**src/hdl/esd_pkg.sv**
```systemverilog
// Shared types and constants for the escape sequence decoder.
// No dependencies; every other file of the block uses this package.
package esd_pkg;

	// Depth of the output queue, in result beats.
	localparam int OUT_DEPTH = 8;

	// Character codes that the decoder looks for.
	localparam logic [7:0] CH_BACKSLASH = 8'h5C;
	localparam logic [7:0] CH_X         = 8'h78;
	localparam logic [7:0] CH_ZERO      = 8'h30;
	localparam logic [7:0] CH_SEVEN     = 8'h37;
	localparam logic [7:0] CH_NINE      = 8'h39;
	localparam logic [7:0] CH_LC_A      = 8'h61;
	localparam logic [7:0] CH_LC_F      = 8'h66;
	localparam logic [7:0] CH_UC_A      = 8'h41;
	localparam logic [7:0] CH_UC_F      = 8'h46;

	// Input beat: one text byte or an end mark.
	typedef struct packed {
		logic [7:0] in_byte;
		logic       end_of_string;
	} in_beat_t;

	// Output beat: one decoded byte.
	typedef struct packed {
		logic [7:0] out_byte;
		logic       out_last;
	} out_beat_t;

	// Results of one decoded item, handed from the decoder to the output queue.
	typedef struct packed {
		logic [1:0]      count;
		logic [2:0][7:0] bytes;
	} result_t;

	// Decoder state, one-hot.
	typedef enum logic [4:0] {
		MODE_IDLE = 5'b00001,
		MODE_ESC  = 5'b00010,
		MODE_OCT  = 5'b00100,
		MODE_HEX0 = 5'b01000,
		MODE_HEX1 = 5'b10000
	} mode_t;

endpackage

```
**src/hdl/esd_decode.sv**
```systemverilog
// Escape decoder core: state registers and the single-pass decode logic.
// Depends on esd_pkg for beat types, character codes and the state encoding.
module esd_decode (
	input  logic              clk,
	input  logic              arst_n,
	input  logic              fire,
	input  esd_pkg::in_beat_t item,
	output esd_pkg::result_t  result
);

	esd_pkg::mode_t mode_q, mode_d;
	logic [7:0]     octal_q, octal_d;
	logic [7:0]     held_q, held_d;

	// Hex digit character to its value; valid only for hex digits.
	function automatic logic [3:0] hex_val(input logic [7:0] c);
		logic [7:0] t;
		begin
			if (c > esd_pkg::CH_NINE) begin
				t = c - 8'h37;
			end else begin
				t = c - esd_pkg::CH_ZERO;
			end
			return t[3:0];
		end
	endfunction

	// Character classes of the current byte.
	logic [7:0] c;
	logic       c_oct, c_hex, c_letter;
	logic [7:0] c_code;
	logic [10:0] oct_next;

	assign c = item.in_byte;
	assign c_oct = (c >= esd_pkg::CH_ZERO) && (c <= esd_pkg::CH_SEVEN);
	assign c_hex = ((c >= esd_pkg::CH_ZERO) && (c <= esd_pkg::CH_NINE)) ||
		((c >= esd_pkg::CH_LC_A) && (c <= esd_pkg::CH_LC_F)) ||
		((c >= esd_pkg::CH_UC_A) && (c <= esd_pkg::CH_UC_F));
	assign oct_next = {octal_q, c[2:0]};

	// Named control letters and their codes.
	always_comb begin
		c_letter = 1'b1;
		unique case (c)
			8'h6E:   c_code = 8'h0A;
			8'h72:   c_code = 8'h0D;
			8'h74:   c_code = 8'h09;
			8'h76:   c_code = 8'h0B;
			8'h61:   c_code = 8'h01;
			8'h66:   c_code = 8'h0C;
			8'h65:   c_code = 8'h1B;
			default: begin
				c_code   = 8'h00;
				c_letter = 1'b0;
			end
		endcase
	end

	// Decode one item: results and next state.
	always_comb begin
		logic [1:0] n;
		n              = 2'd0;
		result.bytes   = '0;
		mode_d         = mode_q;
		octal_d        = octal_q;
		held_d         = held_q;
		if (item.end_of_string) begin
			// End mark flushes pending bytes; a lone backslash is dropped.
			unique case (mode_q)
				esd_pkg::MODE_OCT: begin
					result.bytes[0] = octal_q;
					n = 2'd1;
				end
				esd_pkg::MODE_HEX0: begin
					result.bytes[0] = esd_pkg::CH_X;
					n = 2'd1;
				end
				esd_pkg::MODE_HEX1: begin
					result.bytes[0] = esd_pkg::CH_X;
					result.bytes[1] = held_q;
					n = 2'd2;
				end
				default: n = 2'd0;
			endcase
			mode_d  = esd_pkg::MODE_IDLE;
			octal_d = 8'h00;
			held_d  = 8'h00;
		end else begin
			unique case (mode_q)
				esd_pkg::MODE_ESC: begin
					mode_d = esd_pkg::MODE_IDLE;
					if (c_letter) begin
						result.bytes[0] = c_code;
						n = 2'd1;
					end else if (c_oct) begin
						octal_d = {5'd0, c[2:0]};
						mode_d  = esd_pkg::MODE_OCT;
					end else if (c == esd_pkg::CH_X) begin
						mode_d = esd_pkg::MODE_HEX0;
					end else begin
						result.bytes[0] = c;
						n = 2'd1;
					end
				end
				esd_pkg::MODE_OCT: begin
					if (c_oct) begin
						if (oct_next[10:8] != 3'd0) begin
							// Value reached 256: emit the low byte and stop.
							result.bytes[0] = oct_next[7:0];
							n       = 2'd1;
							octal_d = 8'h00;
							mode_d  = esd_pkg::MODE_IDLE;
						end else begin
							octal_d = oct_next[7:0];
						end
					end else begin
						// Run ended: emit the value, then treat the byte as idle.
						result.bytes[0] = octal_q;
						n       = 2'd1;
						octal_d = 8'h00;
						mode_d  = esd_pkg::MODE_IDLE;
						if (c == esd_pkg::CH_BACKSLASH) begin
							mode_d = esd_pkg::MODE_ESC;
						end else begin
							result.bytes[1] = c;
							n = 2'd2;
						end
					end
				end
				esd_pkg::MODE_HEX0: begin
					if (c_hex) begin
						held_d = c;
						mode_d = esd_pkg::MODE_HEX1;
					end else begin
						result.bytes[0] = esd_pkg::CH_X;
						n      = 2'd1;
						mode_d = esd_pkg::MODE_IDLE;
						if (c == esd_pkg::CH_BACKSLASH) begin
							mode_d = esd_pkg::MODE_ESC;
						end else begin
							result.bytes[1] = c;
							n = 2'd2;
						end
					end
				end
				esd_pkg::MODE_HEX1: begin
					mode_d = esd_pkg::MODE_IDLE;
					held_d = 8'h00;
					if (c_hex) begin
						result.bytes[0] = {hex_val(held_q), hex_val(c)};
						n = 2'd1;
					end else begin
						// Failed hex escape: emit it literally, then the byte as idle.
						result.bytes[0] = esd_pkg::CH_X;
						result.bytes[1] = held_q;
						n = 2'd2;
						if (c == esd_pkg::CH_BACKSLASH) begin
							mode_d = esd_pkg::MODE_ESC;
						end else begin
							result.bytes[2] = c;
							n = 2'd3;
						end
					end
				end
				default: begin
					mode_d = esd_pkg::MODE_IDLE;
					if (c == esd_pkg::CH_BACKSLASH) begin
						mode_d = esd_pkg::MODE_ESC;
					end else begin
						result.bytes[0] = c;
						n = 2'd1;
					end
				end
			endcase
		end
		result.count = n;
	end

	// State advances only when an item is decoded.
	always_ff @(posedge clk or negedge arst_n) begin
		if (!arst_n) begin
			mode_q  <= esd_pkg::MODE_IDLE;
			octal_q <= 8'h00;
			held_q  <= 8'h00;
		end else if (fire) begin
			mode_q  <= mode_d;
			octal_q <= octal_d;
			held_q  <= held_d;
		end
	end

endmodule

```
**src/hdl/esd_out_fifo.sv**
```systemverilog
// Output queue: takes up to three result beats per cycle, gives one per cycle while out_ready is high.
// Depends on esd_pkg for the result and output beat types.
module esd_out_fifo #(
	parameter int DEPTH = esd_pkg::OUT_DEPTH
) (
	input  logic               clk,
	input  logic               arst_n,
	input  logic               push,
	input  esd_pkg::result_t   result,
	output logic               room,
	output logic               out_valid,
	input  logic               out_ready,
	output esd_pkg::out_beat_t out_data
);

	localparam int PW = (DEPTH > 1) ? $clog2(DEPTH) : 1;
	localparam int CW = $clog2(DEPTH + 1);
	localparam logic [CW-1:0] LIMIT = CW'(DEPTH - 3);
	localparam logic [PW:0]   DEPTH_W = (PW + 1)'(DEPTH);

	esd_pkg::out_beat_t mem_q [DEPTH];
	logic [PW-1:0] rd_ptr_q, wr_ptr_q;
	logic [CW-1:0] count_q;
	logic          pop;
	logic [1:0]    n_push;

	// Pointer plus a small offset, wrapped at the depth.
	function automatic logic [PW-1:0] ptr_add(input logic [PW-1:0] p, input logic [1:0] k);
		logic [PW:0] s;
		begin
			s = {1'b0, p} + {{(PW - 1){1'b0}}, k};
			if (s >= DEPTH_W) begin
				s = s - DEPTH_W;
			end
			return s[PW-1:0];
		end
	endfunction

	assign room      = count_q <= LIMIT;
	assign out_valid = count_q != '0;
	assign out_data  = mem_q[rd_ptr_q];
	assign pop       = out_valid && out_ready;
	assign n_push    = push ? result.count : 2'd0;

	// Write the beats of one item, marking the last one.
	always_ff @(posedge clk) begin
		for (int k = 0; k < 3; k++) begin
			if (2'(k) < n_push) begin
				mem_q[ptr_add(wr_ptr_q, 2'(k))] <= '{
					out_byte: result.bytes[k],
					out_last: (2'(k + 1) == n_push)
				};
			end
		end
	end

	// Pointers and fill count.
	always_ff @(posedge clk or negedge arst_n) begin
		if (!arst_n) begin
			rd_ptr_q <= '0;
			wr_ptr_q <= '0;
			count_q  <= '0;
		end else begin
			wr_ptr_q <= ptr_add(wr_ptr_q, n_push);
			if (pop) begin
				rd_ptr_q <= ptr_add(rd_ptr_q, 2'd1);
			end
			count_q <= count_q + CW'(n_push) - CW'(pop);
		end
	end

endmodule

```
**src/hdl/escape_sequence_decoder_unit.sv**
```systemverilog
// Backslash escape decoder: one input byte per cycle while the output queue has room, zero to three output bytes.
// Latency: a beat's first result passes through the input register and then the
// output queue before it can be taken.
// Throughput: one item per cycle; the output port drains one beat per cycle when out_ready
// is high, so items with several results hold input off when the queue has under three free slots.
// Reset: arst_n clears the decode state, the input stage and the output queue.
// Depends on esd_pkg, esd_decode and esd_out_fifo.
module escape_sequence_decoder_unit #(
	parameter int OUT_DEPTH = esd_pkg::OUT_DEPTH
) (
	input  logic               clk,
	input  logic               arst_n,
	input  logic               in_valid,
	output logic               in_ready,
	input  esd_pkg::in_beat_t  in_data,
	output logic               out_valid,
	input  logic               out_ready,
	output esd_pkg::out_beat_t out_data
);

	esd_pkg::in_beat_t in_s1;
	logic              valid_s1;
	logic              room;
	logic              go_s1;
	esd_pkg::result_t  result;

	// The input stage drains into the decoder whenever the queue has room for three.
	assign go_s1    = valid_s1 && room;
	assign in_ready = !valid_s1 || go_s1;

	// Input register.
	always_ff @(posedge clk or negedge arst_n) begin
		if (!arst_n) begin
			valid_s1 <= 1'b0;
		end else if (in_ready) begin
			valid_s1 <= in_valid;
		end
	end

	always_ff @(posedge clk) begin
		if (in_ready && in_valid) begin
			in_s1 <= in_data;
		end
	end

	// Decoder with its escape state.
	esd_decode u_decode (
		.clk    (clk),
		.arst_n (arst_n),
		.fire   (go_s1),
		.item   (in_s1),
		.result (result)
	);

	// Result queue toward the output port.
	esd_out_fifo #(
		.DEPTH (OUT_DEPTH)
	) u_out_fifo (
		.clk       (clk),
		.arst_n    (arst_n),
		.push      (go_s1),
		.result    (result),
		.room      (room),
		.out_valid (out_valid),
		.out_ready (out_ready),
		.out_data  (out_data)
	);

endmodule

```
**config.mk**
```make
export PLATFORM = sky130hd
export DESIGN_NAME = escape_sequence_decoder_unit
export DESIGN_NICKNAME = d
export VERILOG_FILES = /design/src/hdl/esd_pkg.sv /design/src/hdl/esd_decode.sv /design/src/hdl/esd_out_fifo.sv /design/src/hdl/escape_sequence_decoder_unit.sv
export SDC_FILE = /design/constraint.sdc
export NUM_CORES = 1
export LEC_CHECK = 0
export BUFFER_PORTS_ARGS = -buffer_cell sky130_fd_sc_hd__buf_2
export CORE_MARGIN = 2
export CORE_UTILIZATION = 55
export CTS_CLUSTER_DIAMETER = 200
export CTS_CLUSTER_SIZE = 20
export DETAILED_ROUTE_END_ITERATION = 12
export PLACE_DENSITY = 0.73
export SYNTH_ARGS = -nofsm -noshare
export SYNTH_HDL_FRONTEND = slang
export SYNTH_SLANG_ARGS = --single-unit
```
**constraint.sdc**
```tcl
create_clock -name clk -period 4.01 [get_ports clk]
set_input_delay 0.401 -clock clk [delete_from_list [all_inputs] [get_ports clk]]
set_output_delay 0.401 -clock clk [all_outputs]
set_load 0.02 [all_outputs]
```
Word level (Yosys, flattened, before mapping)
Memory sizes are Yosys's and may differ from the RTL's.
Index checks and enable logic that the tools add are counted.

storage, ports and cells
  register bits after elaboration = 41
  memory bits (writable) = 72
  input bits = 13
  output and inout port bits = 11
  memories = 1

operators by class
  $add $sub $neg = 15
  $lt $le $gt $ge = 18
  equality and inequality tests = 20
  mux-type cells = 68
  reduce and logical (&&, ||, !) cells = 21

memory list
  memory            words  bits a word  read ports  clocked after memory_dff  wr ports  RTL line            source
  u_out_fifo.mem_q  8      9            1           0                         3         esd_out_fifo.sv:21  esd_pkg::out_beat_t mem_q [DEPTH];

operators by type and width
  kind                   count
  $mux W8                18
  $eq A8 B7 Y1 const B   9
  $mux W16               3
  $pmux W8 S2            3
  $pmux W5 S7            1
  $pmux W8 S4            1
  $mux W5                6
  $mux W3                8
  $pmux W8 S3            1
  $mux W2                10
  $pmux W5 S4            1
  $ge A4 B4 Y1 const B   4
  $ge A8 B7 Y1 const B   2
  $gt A8 B6 Y1 const B   2
  $le A8 B6 Y1 const B   2
  $le A8 B7 Y1 const B   2
  $sub A3 B1 Y3 const B  5
  $mux W4                3
  $mux W1                11
  $reduce_bool A3 Y1     3
  $add A3 B1 Y4 const B  2
  $ge A8 B6 Y1 const B   1
  $pmux W2 S4            1
  $sub A4 B1 Y4 const B  2
  28 further kinds       41

Logic depth before layout (Yosys ltp)
Gate-level depths: netlist of run 1.

  depth in word-level cells = 11
  depth in mapped cells = 15

By module
From an unflattened synthesis of run 1, not the netlist that was laid out.

unflattened totals
  cell total of the unflattened synthesis = 849
  area, all modules = 7926.4 um^2

by module, submodules not included
  module                        times used  cells an instance  area an instance (um^2)
  esd_out_fifo                  1           537                5340.1
  esd_decode                    1           298                2255.9
  escape_sequence_decoder_unit  1           14                 330.3

Least setup slack after synthesis of run 1
Ideal clock, no wire load.

  path type = reg-to-reg
  from = reg in_s1[1] (netlist name)
  to = mem u_out_fifo.mem_q[2][0] (netlist name), enable pin
  setup time = 0.376 ns
  arrival time = 2.956 ns
  required time = 3.634 ns
  slack = 0.678 ns
  cell stages (with the launch flop) = 11
  cell sequence = edfxtp_1 clkbuf_1 inv_1 ha_1 o21bai_1 a21o_2 o211ai_4 a21o_4 a2111oi_4 nor2_1 o21ai_1

RTL lines
  what                    RTL line                            source
  from (decl)             escape_sequence_decoder_unit.sv:21  esd_pkg::in_beat_t in_s1;
  from (signal assigned)  escape_sequence_decoder_unit.sv:42  in_s1 <= in_data;
  to (decl)               esd_out_fifo.sv:21

==> results of run 1 <==
[stage by stage]
stage | instance area, µm² | utilization | setup WS, ps | instances
6_report | 8730 | 0.629 | 301 | 990
5_1_grt | 8730 | 0.629 | 78.2 | 990
4_1_cts | 8730 | 0.629 | 280 | 990
3_5_place_dp | 8190 | 0.590 | 299 | 958
3_3_place_gp | 8190 | 0.590 | 335 | 958
2_1_floorplan | 7810 | - | 678 | 765
[final cells by class]
| class | instances | area [µm²] | area share |
|---|---|---|---|
| multi-input combinational | 573 | 4210 | 0.483 |
| sequential | 113 | 3230 | 0.370 |
| clock buffer | 17 | 425 | 0.0487 |
| timing repair buffer | 61 | 400 | 0.0458 |
| tap | 180 | 225 | 0.0258 |
| inverter | 31 | 121 | 0.0139 |
| clock inverter | 15 | 113 | 0.0129 |
[logic make-up after synthesis]
logic type | count (synthesis) | synth area share
simple gates | 233 | 0.147
flops | 113 | 0.414
fa+ha+maj | 19 | 0.0324
buf+inv | 79 | 0.0476
xor+xnor | 12 | 0.0135
mux | 34 | 0.0748
compound gates | 275 | 0.271
[state kept, by name, summed over array words and instances (netlist names)]
name	flops
in_s1	9
u_decode.held_q	8
u_decode.mode_q	5
u_decode.octal_q	8
u_out_fifo.count_q	4
u_out_fifo.mem_q	72
u_out_fifo.rd_ptr_q	3
u_out_fifo.wr_ptr_q	3
valid_s1	1
[critical path, stage by stage, from the launching register on]
cell      delay (ps)
edfxtp_1         380
inv_1            110
ha_1             300
nand3b_1         130
or2_1            400
nand2_1          280
a21o_4           340
a21oi_2          800
nand3_1          460
o221ai_1         310
[metal layers]
| layer | vias to the layer above | part of all wire | track usage |
|---|---|---|---|
| li1 | 3046 | - | - |
| met1 | 3261 | 0.38 | 0.476 |
| met2 | 508 | 0.46 | 0.567 |
| met3 | 116 | 0.10 | 0.0637 |
| met4 | 0 | 0.055 | 0.192 |
| met5 | - | 0 | 0 |
[layout by cell type (no fill, tap or decap), drive strengths merged, types with 15 or more instances in the layout]
cell type / n
o221ai: 22
clkbuf: 17
a21oi: 30
nand3: 24
mux2: 15
nor2: 48
edfxtp: 81
mux4: 18
nand2: 82
ha: 17
buf: 61
o22ai: 26
nor3: 25
inv: 33
dfrtp: 31
o21ai: 96
[where the power goes]
part / leakage [nW] / switching [mW] / internal [mW]
logic: 1.73 / 1.41 / 0.873
registers: 1.15 / 0.255 / 1.52
clock network: 0.265 / 0.591 / 0.793
[worst min-delay path by stage]
stage	cells after the start	slack, ps	startpoint	end
after floorplan	0	110	arst_n	u_decode.held_q[0]$_DFFE_PN0P_
after global placement	1	480	arst_n	u_decode.octal_q[6]$_DFFE_PN0P_
after detailed placement	1	500	arst_n	u_decode.octal_q[3]$_DFFE_PN0P_
after CTS	1	50	arst_n	u_decode.octal_q[3]$_DFFE_PN0P_
after global routing	1	90	arst_n	u_decode.octal_q[3]$_DFFE_PN0P_
final	1	30	arst_n	u_decode.octal_q[3]$_DFFE_PN0P_
==> impl_results.md, run 1 <==
* IO Pins at 24
* Max-slew headroom at 0.144
* Post-CTS resize count at 0
* Synth cell types at 90
* Worst Setup End Kind: register
* Mapped Nets at 797
* Post-synth EDFFs at 81
* Share of cells above drive strength 1 at 0.211
* Crit Path Class: reg -> reg
* Diodes inserted at 0
* Hold Crit Class: in -> async
* CP startpoint kind: register
* RSZ-0062 raised after global routing: no
* Root buf cell: clkbuf_16
* Worst skew pair latency at 420 ps
* Avg Inst Size Synth at 10.2 µm²
* Yosys warns at 0
* Total power at 5.44 mW
* WP data required at 4260 ps
* Hold slack at 30.4 ps
* Max Slew Vio Count at 0
* Die Footprint at 15200 µm²
* Setup Skew at 6.06 ps
* Final net count at 829
* Area leader, netlist: edfxtp_1
* Post-synthesis register bit count at 113
* Vias in the first global route at 6773
* Critical path fanouts, max at 23
* Core area at 13900 µm²
* Setup repair bufs after CTS at 0
* Die X at 123 µm
* Most area-consuming cells after synthesis: edfxtp_1 (31%), dfrtp_1 (9.9%), mux4_2 (5.2%), nand2_1 (3.9%), o21ai_1 (3.8%)
* Worst Tran Pin Value at 1280 ps
* Initial antenna violation count at 0
* P&R area growth vs syn at 11.8%
* Global-route wire length before repair at 39.9 mm
* Number of core rows at 43
* Peak VDD IR at 0.000459 V
* DR iter-0 viols at 1208
* Synth cell count leaders: nand2_1 (82), edfxtp_1 (81), o21ai_1 (59)
* Minimum clock period at 3710 ps
* Post-synthesis sequential area ratio at 0.414
* GRT overflow at 0
* Fmax achieved at 0.270 GHz
* # hold bufs at CTS at 0
* Post-synth ARST share at 0.283
* Final setup fails at 0
* Antenna violation net count after detailed routing at 0
* TritonRoute pass-1 iters at 9
* Number of I/O port buffers at 23
* Final Hold Vio Count at 0
* Die Ht at 123 µm
* R2r startpoint: in_s1[1]$_DFFE_PP_
* Power Density at 623 nW/µm²
* Clock buffer depth at 2
* Largest net degree at the start of global routing at 33
* Setup TNS Final at 0 ps
* Hpwl dp at 19.3 mm
* Clock Sink Count at 113
* Crit path from: in_s1[1]$_DFFE_PP_
* Detailed Route WL at 26.2 mm
* Initial Utilization at 0.563
* Worst r2r path cells at 9
* Top cell type's share of synthesized area at 0.311
* Vias/cell at 7.00
* Worst setup path end: u_out_fifo.mem_q[3][8]$_DFFE_PP_
* # H-tree levels at 4
* Global Route Usage Sum at 0.360
* Worst r2r dst: u_out_fifo.mem_q[3][8]$_DFFE_PP_
* Filler Cells Inserted at 1115
* Worst EP arrival at 3960 ps
* Max cap viols at 0
* CTS tree: built
* Most common cell in the netlist: nand2_1
* DR DRC count at 0
* Leakage Power at 3.15 nW
* Cts bufs inserted at 17
* Status: complete, no violations
* Ys flop type: edfxtp_1
* Fin crit share at 0.925
* Mapped Area at 7810 µm²
* Avg WL per Cell at 26.4 µm
* Final GP Congestion at 1.03
* R2r setup slk at 300 ps
* Vias at 6931
* Mapped Cells at 765
* Clk slew on worst S/H paths at 60 ps
Note: power is estimated with default switching activity, not from simulation.
==> run 2, diff against run 1 <==
==> constraint.sdc (replaced) <==
create_clock -name clk -period 4.01 [get_ports clk]
set_input_delay 0.6015 -clock clk [delete_from_list [all_inputs] [get_ports clk]]
set_output_delay 0.6015 -clock clk [all_outputs]
set_load 0.02 [all_outputs]
==> run 2 against run 1 <==
  * Power up 2.7%
  * Final area up 0.93%
  * Routed wire length up 1.3%
  * Largest cell class unchanged
  * Sequential share of layout area down 0.34 points
  * Highest routed layer unchanged
==> impl_results.md, run 2 (same netlist as run 1, synthesis figures left out) <==
* Die Footprint at 15200 µm² (unchanged)
* Post-CTS resize count at 0 (unchanged)
* Final GP Congestion at 0.985 (-3.9%)
* Crit Path Class: reg -> reg
* Diodes inserted at 0 (unchanged)
* Worst r2r path cells at 7 (-2)
* Critical path fanouts, max at 11 (-52%)
* Worst skew pair latency at 440 ps (+20 ps)
* Power Density at 634 nW/µm² (+1.8%)
* Hold Crit Class: in -> async
* R2r setup slk at 240 ps (-60 ps)
* Clock buffer depth at 2 (unchanged)
* CTS tree: built
* Clock power share at 0.272 (+0.018)
* Minimum clock period at 3770 ps (+60.8 ps)
* Antenna violation net count after detailed routing at 0 (unchanged)
* Fin crit share at 0.940 (+0.0152)
* Final setup fails at 0 (unchanged)
* DR iter-0 viols at 1126 (-6.8%)
* Max cap viols at 0 (unchanged)
* Clk slew on worst S/H paths at 50 ps (about the same)
* Post-route insts no fill at 992 (+0.20%)
* P&R area growth vs syn at 12.8%
* Psw at 2.22 mW (-1.6%)
* Slowest CP cell: o21ai_1
* Placed Cells at 960 (+0.21%)
* Sw Share at 0.397 (-0.0174)
* Setup repair bufs after CTS at 0 (unchanged)
* Cell internal pwr at 3.37 mW (+5.8%)
* Most common cell after layout, fill and taps aside: nand2_1
* Share of cells above drive strength 1 at 0.211 (-0.000520)
* Largest net degree at the start of global routing at 33 (unchanged)
* Number of core rows at 43 (unchanged)
* Setup TNS Final at 0 ps (unchanged)
* RSZ-0062 raised after global routing: no
* Max stage delay on crit path at 1110 ps (+310 ps)
* # H-tree levels at 4 (unchanged)
* Die Ht at 123 µm (unchanged)
* Highest routed metal layer: met4
* Max Slew Vio Count at 0 (unchanged)
* Footprint of the multi-input gates at 4210 µm² (-0.18%)
* R2r startpoint: in_s1[7]$_DFFE_PP_
* Placed inst area at 8200 µm² (+0.18%)
* Worst Tran Pin Value at 1380 ps (+105 ps)
* Cts bufs inserted at 17 (unchanged)
* Post-layout util at 0.635 (+0.00586)
* Detailed Route WL at 26.5 mm (+1.3%)
* Global-route wire length before repair at 39.7 mm (-0.54%)
* Hpwl dp at 19.2 mm (-0.52%)
* WP data required at 4050 ps (-210 ps)
* Met1 wire length at 9.71 mm (-2.6%)
* Comb pwr share at 0.411 (-0.008)
* Final Hold Vio Count at 0 (unchanged)
* Post-route cell area at 8810 µm² (+0.93%)
* Crit path from: in_s1[7]$_DFFE_PP_
* Fmax achieved at 0.265 GHz (-1.6%)
* Number of I/O port buffers at 23 (unchanged)
* CP startpoint kind: register
* Vias in the first global route at 6602 (-2.5%)
* Root buf cell: clkbuf_16
* Met2 wire length at 12.2 mm (+1.1%)
* Leakage Power at 3.20 nW (+1.6%)
* Peak VDD IR at 0.000434 V (-5.4%)
* Largest regs: u_out_fifo.mem_q: 72 flops, in_s1: 9 flops
* Reg power frac at 0.317 (-0.009)
* Initial antenna violation count at 0 (unchanged)
* Worst EP arrival at 3810 ps (-150 ps)
* Vias at 7059 (+1.8%)
* Met3 Routed Length at 2.66 mm (+1.2%)
* Global Route Usage Sum at 0.366 (+0.00542)
* Final net count at 831 (+0.24%)
* Initial Utilization at 0.563 (unchanged)
* Max-slew headroom at 0.0735 (-0.0704)
* Seq. cell area at 3230 µm² (unchanged)
* Worst Setup End Kind: register
* Filler Cells Inserted at 1126 (+0.99%)
* Setup Skew at 9.33 ps (+3.27 ps)
* Status: complete, no violations
* IO Pins at 24 (unchanged)
* Clock Sink Count at 113 (unchanged)
* Die X at 123 µm (unchanged)
* GRT overflow at 0 (unchanged)
* TritonRoute pass-1 iters at 7 (-2)
* CP Cell Sequence: nand4bb_1 > nor2_4 > buf_4 > nor3_4 > o41ai_4 > and2_1 > o21ai_1
* # hold bufs at CTS at 0 (unchanged)
* Number of flip-flops in the largest register at 72 (unchanged)
* Most frequent cells in the layout: nand2_1 (82), edfxtp_1 (81), o21ai_1 (59), nor2_1 (47), buf_4 (40)
* Vias/cell at 7.12 (+1.6%)
* Avg WL per Cell at 26.7 µm (+1.1%)
* Most flop-heavy register: u_out_fifo.mem_q
* DR DRC count at 0 (unchanged)
* Core area at 13900 µm² (unchanged)
run 2: path summary, 6_finish.rpt:
kind                                                         end
worst max-delay path            u_out_fifo.mem_q[4][6]$_DFFE_PP_
worst min-delay path              u_decode.mode_q[1]$_DFFE_PN0P_
worst max register to register  u_out_fifo.mem_q[4][6]$_DFFE_PP_
worst min register to register              valid_s1$_DFFE_PN0N_
max in group asynchronous       u_out_fifo.wr_ptr_q[1]$_DFF_PN0_
min in group clk                              in_s1[5]$_DFFE_PP_
run 2: final cells by class:
cell class | count | area share
multi-input cells | 573 | 0.477
repair buffers | 63 | 0.0471
flip-flops and latches | 113 | 0.367
clock buffers | 26 | 0.0652
clock inverters | 6 | 0.00426
well taps | 180 | 0.0256
inverters | 31 | 0.0138
run 2: stage by stage:
step	total power [mW]	hold WS (ps)	worst slack, ps
2_1_floorplan	3.34	306	678
3_3_place_gp	3.96	489	475
3_5_place_dp	4.03	514	422
4_1_cts	5.55	233	389
5_1_grt	5.85	288	148
6_report	5.59	209	240
run 2: worst max-delay path: cells and delay by family (launching register included):
kind                   cells  cell delay (ps)
DFF                        1              650
and+or+nand+nor            4             1250
AOI/OAI and AO/OA          2             1280
buffers and inverters      1              190
run 2: power by group through the flow:
stage | Clock [mW] | Combinational, mW | Sequential (mW)
floorplan | 0 | 1.73 | 1.61
global placement | 0 | 2.19 | 1.77
detailed placement | 0 | 2.25 | 1.78
CTS | 1.53 | 2.26 | 1.76
global route | 1.58 | 2.48 | 1.79
finish | 1.52 | 2.30 | 1.77
run 2: layer usage:
metal | vias up | global-route usage
met2 | 553 | 0.575
met4 | 0 | 0.239
li1 | 3058 | -
met1 | 3313 | 0.460
met5 | - | 0
met3 | 135 | 0.0710
